### src/rtl/core/b2da_pkg.sv
package b2da_pkg;

	// Default width of the word that is converted.
	localparam int VALUE_WIDTH_DEF = 32;

	// ASCII codes used in the text.
	localparam logic [7:0] CHAR_ZERO  = 8'h30;
	localparam logic [7:0] CHAR_MINUS = 8'h2D;

	// Conversion modes.
	localparam logic REQ_UNSIGNED = 1'b0;
	localparam logic REQ_SIGNED   = 1'b1;

	typedef struct packed {
		logic        req_type;
		logic [31:0] value;
	} in_item_t;

	typedef struct packed {
		logic [7:0] text_char;
		logic       last;
	} out_item_t;

endpackage

### src/rtl/core/binary_to_decimal_ascii_unit.sv
// Channel  Direction  Payload            Transfer when
// in       input      in_item_t          in_valid && in_ready
// out      output     out_item_t         out_valid && out_ready
//
// An item is loaded, then converted by double dabble, one bit of the magnitude
// per cycle over all VALUE_WIDTH bits; leading zero digits are then skipped,
// one per cycle, and the characters emitted one per cycle while out is not stalled.
// The conversion loop is bit-serial and the output register holds one character.
// Reset is asynchronous, active low, and clears the state and the output valid.
// A stall on out holds the current character in the output register; the next
// item is taken as soon as the last character of the current one is registered.
module binary_to_decimal_ascii_unit #(
	parameter int VALUE_WIDTH = b2da_pkg::VALUE_WIDTH_DEF
) (
	input  logic                clk,
	input  logic                arst_n,
	input  logic                in_valid,
	output logic                in_ready,
	input  b2da_pkg::in_item_t  in_data,
	output logic                out_valid,
	input  logic                out_ready,
	output b2da_pkg::out_item_t out_data
);
	import b2da_pkg::*;

	// Decimal digits needed for VALUE_WIDTH bits: floor(W * log10(2)) + 1.
	localparam int NDIG = (VALUE_WIDTH * 30103) / 100000 + 1;
	localparam int BCDW = 4 * NDIG;
	localparam int BW   = $clog2(VALUE_WIDTH);
	localparam int DW   = $clog2(NDIG + 1);

	localparam logic [1:0] ST_IDLE = 2'd0;
	localparam logic [1:0] ST_CONV = 2'd1;
	localparam logic [1:0] ST_EMIT = 2'd2;

	logic [1:0]             state_q;
	logic [VALUE_WIDTH-1:0] mag_q;
	logic [BCDW-1:0]        bcd_q;
	logic [BW-1:0]          bit_cnt_q;
	logic [DW-1:0]          dig_cnt_q;
	logic                   sign_pend_q;
	logic                   lead_q;
	logic                   out_valid_q;
	out_item_t              out_q;

	logic [63:0]            value_ext;
	logic [VALUE_WIDTH-1:0] value_w;
	logic                   is_neg;
	logic [BCDW-1:0]        bcd_adj;
	logic [3:0]             top_dig;
	logic                   slot_free;
	logic                   in_xfer;
	logic                   skip_zero;
	logic                   char_load;

	// The input field is 32 bits wide; widths above that see zeros on top,
	// and narrower widths simply drop the upper bits.
	assign value_ext = {32'd0, in_data.value};
	assign value_w   = value_ext[VALUE_WIDTH-1:0];
	assign is_neg    = (in_data.req_type == REQ_SIGNED) && value_w[VALUE_WIDTH-1];

	assign in_ready  = (state_q == ST_IDLE);
	assign in_xfer   = in_valid && in_ready;
	assign slot_free = !out_valid_q || out_ready;
	assign top_dig   = bcd_q[BCDW-1 -: 4];

	// A leading zero digit is dropped without using the output; the minus
	// sign, when pending, always goes out first.
	assign skip_zero = lead_q && top_dig == 4'd0 && dig_cnt_q > DW'(1);
	assign char_load = (state_q == ST_EMIT) && slot_free && (sign_pend_q || !skip_zero);

	// Double dabble correction: every BCD digit of five or more gets three
	// added before the shift, so that the shift carries correctly in decimal.
	always_comb begin
		logic [3:0] d;
		d = 4'd0;
		for (int i = 0; i < NDIG; i++) begin
			d = bcd_q[4*i +: 4];
			bcd_adj[4*i +: 4] = (d >= 4'd5) ? (d + 4'd3) : d;
		end
	end

	always_ff @(posedge clk or negedge arst_n) begin
		if (!arst_n) begin
			state_q     <= ST_IDLE;
			bit_cnt_q   <= '0;
			dig_cnt_q   <= '0;
			sign_pend_q <= 1'b0;
			lead_q      <= 1'b0;
			out_valid_q <= 1'b0;
		end else begin
			if (char_load) begin
				out_valid_q <= 1'b1;
			end else if (out_ready) begin
				out_valid_q <= 1'b0;
			end
			case (state_q)
				ST_IDLE: begin
					if (in_xfer) begin
						sign_pend_q <= is_neg;
						bit_cnt_q   <= BW'(VALUE_WIDTH - 1);
						state_q     <= ST_CONV;
					end
				end
				ST_CONV: begin
					bit_cnt_q <= bit_cnt_q - 1'b1;
					if (bit_cnt_q == '0) begin
						dig_cnt_q <= DW'(NDIG);
						lead_q    <= 1'b1;
						state_q   <= ST_EMIT;
					end
				end
				ST_EMIT: begin
					if (sign_pend_q) begin
						// The minus sign goes out before any digit.
						if (slot_free) begin
							sign_pend_q <= 1'b0;
						end
					end else if (skip_zero) begin
						// Leading zeros are dropped without using the output.
						dig_cnt_q <= dig_cnt_q - 1'b1;
					end else if (slot_free) begin
						lead_q    <= 1'b0;
						dig_cnt_q <= dig_cnt_q - 1'b1;
						if (dig_cnt_q == DW'(1)) begin
							state_q <= ST_IDLE;
						end
					end
				end
				default: begin
					state_q <= ST_IDLE;
				end
			endcase
		end
	end

	// Datapath registers carry no reset; they are loaded before use.
	always_ff @(posedge clk) begin
		case (state_q)
			ST_IDLE: begin
				if (in_xfer) begin
					// The magnitude is formed at full width, so the most
					// negative word yields its exact unsigned magnitude.
					mag_q <= is_neg ? (~value_w + {{(VALUE_WIDTH-1){1'b0}}, 1'b1}) : value_w;
					bcd_q <= '0;
				end
			end
			ST_CONV: begin
				bcd_q <= {bcd_adj[BCDW-2:0], mag_q[VALUE_WIDTH-1]};
				mag_q <= {mag_q[VALUE_WIDTH-2:0], 1'b0};
			end
			ST_EMIT: begin
				if (sign_pend_q) begin
					if (slot_free) begin
						out_q.text_char <= CHAR_MINUS;
						out_q.last      <= 1'b0;
					end
				end else if (skip_zero) begin
					bcd_q <= {bcd_q[BCDW-5:0], 4'd0};
				end else if (slot_free) begin
					out_q.text_char <= CHAR_ZERO + {4'd0, top_dig};
					out_q.last      <= (dig_cnt_q == DW'(1));
					bcd_q           <= {bcd_q[BCDW-5:0], 4'd0};
				end
			end
			default: begin
			end
		endcase
	end

	assign out_valid = out_valid_q;
	assign out_data  = out_q;

endmodule

### config.mk
export PLATFORM = sky130hd
export DESIGN_NAME = binary_to_decimal_ascii_unit
export DESIGN_NICKNAME = d
export VERILOG_FILES = /design/src/rtl/core/b2da_pkg.sv /design/src/rtl/core/binary_to_decimal_ascii_unit.sv
export SDC_FILE = /design/constraint.sdc
export NUM_CORES = 1
export LEC_CHECK = 0
export BUFFER_PORTS_ARGS = -buffer_cell sky130_fd_sc_hd__buf_2
export CAP_MARGIN = 15
export CORE_MARGIN = 10
export CORE_UTILIZATION = 25
export CTS_CLUSTER_DIAMETER = 100
export DETAILED_ROUTE_END_ITERATION = 8
export MAX_ROUTING_LAYER = met4
export SLEW_MARGIN = 10
export SYNTH_ARGS = -nofsm -noshare
export SYNTH_HDL_FRONTEND = slang
export SYNTH_SLANG_ARGS = --single-unit
export TNS_END_PERCENT = 1
### constraint.sdc
create_clock -name clk -period 4.25 [get_ports clk]
set_input_delay 1.275 -clock clk [delete_from_list [all_inputs] [get_ports clk]]
set_output_delay 1.275 -clock clk [all_outputs]
set_load 0.02 [all_outputs]
==> summary.txt <==
Status
  • Status: complete, no violations

Timing
  • Worst Tran Pin Value: 0.929 ns
  • Worst rel slew slack: 0.381
  • Final Hold Viols: 0
  • Hold slack: 0.517 ns
  • Post-Route Skew: 0.0126 ns
  • Period utilisation layout: 0.698
  • RSZ-0062 raised after global routing: no
  • Final worst slack: 1.28 ns
  • Max-slew violation count: 0
  • Fmax: 337 MHz
  • Setup TNS: 0 ns
  • Setup violators final: 0
  • Fin crit period: 2.97 ns

Setup path
  • Crit Path Category: in2reg
  • CP max stage cell: or3b_2
  • Critical Path Sink: mag_q[16]
  • Sequence of cells on the critical path: buf_2 -> inv_1 -> ha_1 -> or3b_2 -> nor4_1 -> a21oi_1 -> xnor2_1 -> o21ai_0
  • Critical Path Fanout Max: 9
  • Arr. time, crit path: 3.06 ns
  • Critical Path RT: 4.34 ns
  • Reg-to-reg endpoint: bcd_q[17]
  • Reg2Reg Depth: 8
  • CP Capture Type: register
  • Worst r2r src: bcd_q[36]
  • Reg2Reg Setup Slack: 1.51 ns
  • Worst setup SP type: input pin
  • Critical path origin: in_data[0]
  • Worst path max stage delay: 0.57 ns

Detailed routing
  • Final WL: 11,800 um
  • Via density: 4.71
  • Wirelength per Cell: 13.0 um
  • Initial drt markers: 318
  • DRT Pass-1 Iters: 5
  • DR DRC count: 0
  • Via count: 4,298
  • Antenna-violating nets left: 0

Layout
  • Layout cell share with drive strength beyond 1: 0.156
  • Post-layout util: 0.291
  • Fillers: 2,337
  • Most frequent cells in the layout: edfxtp_1 (78), o21ai_0 (74), nand2_1 (73)
  • Area of the multi-input gates: 2850 sq um
  • Reg area: 2690 sq um
  • Ant. Diodes: 0
  • Nets: 688
  • Area Overhead vs Synth: 14.8%
  • Commonest non-fill, non-tap cell in the layout: edfxtp_1

Die
  • Effective utilization at floorplan: 0.253
  • I/O pins: 48
  • Die W: 172 um
  • DIE AREA: 29,400 sq um
  • Core ar.: 22,600 sq um
  • Die span in y: 172 um
  • FP Rows: 55

Clock network
  • Post-CTS Setup Bufs: 0
  • H-tree Lvls: 3
  • Clk Latency, worst-skew pair: 0.35 ns
  • Resize count post-CTS: 0
  • Hold_buf cts: 0
  • Clock root buffer: clkbuf_16
  • CTS Buf Count: 9
  • TritonCTS clock tree: done
  • Max clock buf depth: 2
  • Reg clk slew, reported paths: 0.07 ns
  • Clock sinks: 92

Yosys
  • #FFs+latches synth: 92
  • Post-synth EDFFs: 78
  • Post-synthesis sequential area ratio: 0.469
  • Top_reg_cell synth: edfxtp_1
  • Syn_area_per_cell: 9.83 sq um
  • Syn. warnings: 0
  • Post-synthesis async set-or-reset flop share: 0.152
  • Synth cell types: 54
  • Mapped Cells: 584
  • Cell area after synthesis: 5740 sq um

Global route
  • First-pass GRT wire length: 20,200 um
  • Total track usage: 0.0862
  • Initial antenna violation count: 0
  • Global route overflow: 0
  • Largest net degree at the start of global routing: 56
  • Vias in the first global route: 4,134

Job
  • Max-cap violations: 0

Power and ir drop
  • VDD IR-drop max: 0.000297 V
  • Total power: 4.39 mW
  • PD cells: 667 nW/um^2
  • Leak: 2.38 nW

Place
  • Port Buf Inserts: 44
  • Final GP Congestion: 0.771
  • Dpl ws: 0.917 ns
  • Final HPWL DP: 8220 um

Worst hold path
  • HP Class: reg2reg
where the power goes:
part	internal, mW	leakage, nW	switching [mW]
registers	1.58	0.956	0.278
logic	0.638	1.28	1.07
clock network	0.462	0.147	0.365
total	2.68	2.38	1.71
layout make-up:
cell class	count	area share
multi-input combinational	436	0.432
sequential	92	0.409
tap	285	0.0541
timing repair buffer	51	0.0414
clock buffer	10	0.0348
inverter	32	0.0182
clock inverter	6	0.0106
worst min-delay path by stage:
stage / endpoint / depth (start not counted) / slack [ns] / start
floorplan: lead_q / 2 / 0.45 / lead_q
global placement: lead_q / 2 / 0.49 / lead_q
detailed placement: bit_cnt_q[0] / 1 / 0.51 / bit_cnt_q[0]
CTS: bit_cnt_q[0] / 1 / 0.52 / bit_cnt_q[0]
global route: bit_cnt_q[0] / 1 / 0.54 / bit_cnt_q[0]
finish: bit_cnt_q[0] / 1 / 0.52 / bit_cnt_q[0]
per-layer routing:
layer,vias to the layer above,share of wire,global-route usage
met5,-,0,-
met4,0,0.014,0.0284
met3,15,0.038,0.0234
met2,59,0.45,0.129
met1,2043,0.50,0.110
li1,2181,-,-
registers in the layout, summed over array words and instances (netlist names):
| signal | count |
|---|---|
| out_data | 6 |
| bit_cnt_q | 5 |
| out_valid | 1 |
| dig_cnt_q | 4 |
| mag_q | 32 |
| bcd_q | 40 |
| state_q | 2 |
| sign_pend_q | 1 |
| lead_q | 1 |
cells by family (layout without fill, tap and decap cells):
family / Yosys count / count (layout) / share of synthesized area
AND/OR/NAND/NOR: 186 / 186 / 0.171
flip-flops: 92 / 92 / 0.469
multiplexers: 12 / 12 / 0.0231
other: 2 / 3 / 0.00131
buffers and inverters: 57 / 99 / 0.0395
AO/OA/AOI/OAI: 167 / 167 / 0.173
XOR/XNOR: 39 / 39 / 0.0595
adder cells (fa/ha/maj): 29 / 29 / 0.0632
cells in the mapped netlist, types with 2 or more instances:
master,number,area share
nor3b_1,15,0.020
nor4_2,2,0.0044
o41ai_1,5,0.0076
clkbuf_1,21,0.014
and2_1,2,0.0022
nor4b_1,3,0.0046
nand3_1,3,0.0026
dfrtp_1,14,0.061
a21oi_1,48,0.042
nor2_1,33,0.022
buf_4,3,0.0039
a22oi_1,4,0.0052
nand2b_1,12,0.013
a31oi_1,3,0.0033
and3_1,2,0.0022
nor3_1,9,0.0078
mux2_2,10,0.020
conb_1,2,0.0013
or3_1,3,0.0033
nand2_1,73,0.048
or3_4,2,0.0039
o41ai_2,4,0.011
nor2b_1,8,0.0087
nor4_1,4,0.0044
a211oi_1,2,0.0026
xor2_1,15,0.023
or4_1,3,0.0039
mux2i_1,2,0.0035
or2_2,3,0.0033
xnor2_1,24,0.037
ha_1,29,0.063
edfxtp_1,78,0.41
o31ai_1,17,0.022
o21ai_0,74,0.065
inv_1,32,0.021
or3b_2,2,0.0031
worst max-delay path, delay by kind of cell:
family / cells / cell delay (ns)
buffers and inverters: 2 / 0.19
XOR/XNOR: 1 / 0.15
adder cells (fa/ha/maj): 1 / 0.16
AO/OA/AOI/OAI: 2 / 0.25
AND/OR/NAND/NOR: 2 / 1.02
metrics by stage:
stage	cells	area, sq um
final	912	6590
after global routing	912	6590
after CTS	912	6590
after detailed placement	896	6290
after global placement	896	6290
after floorplan	585	5750
No activity file was read; power rests on OpenSTA's default activity.
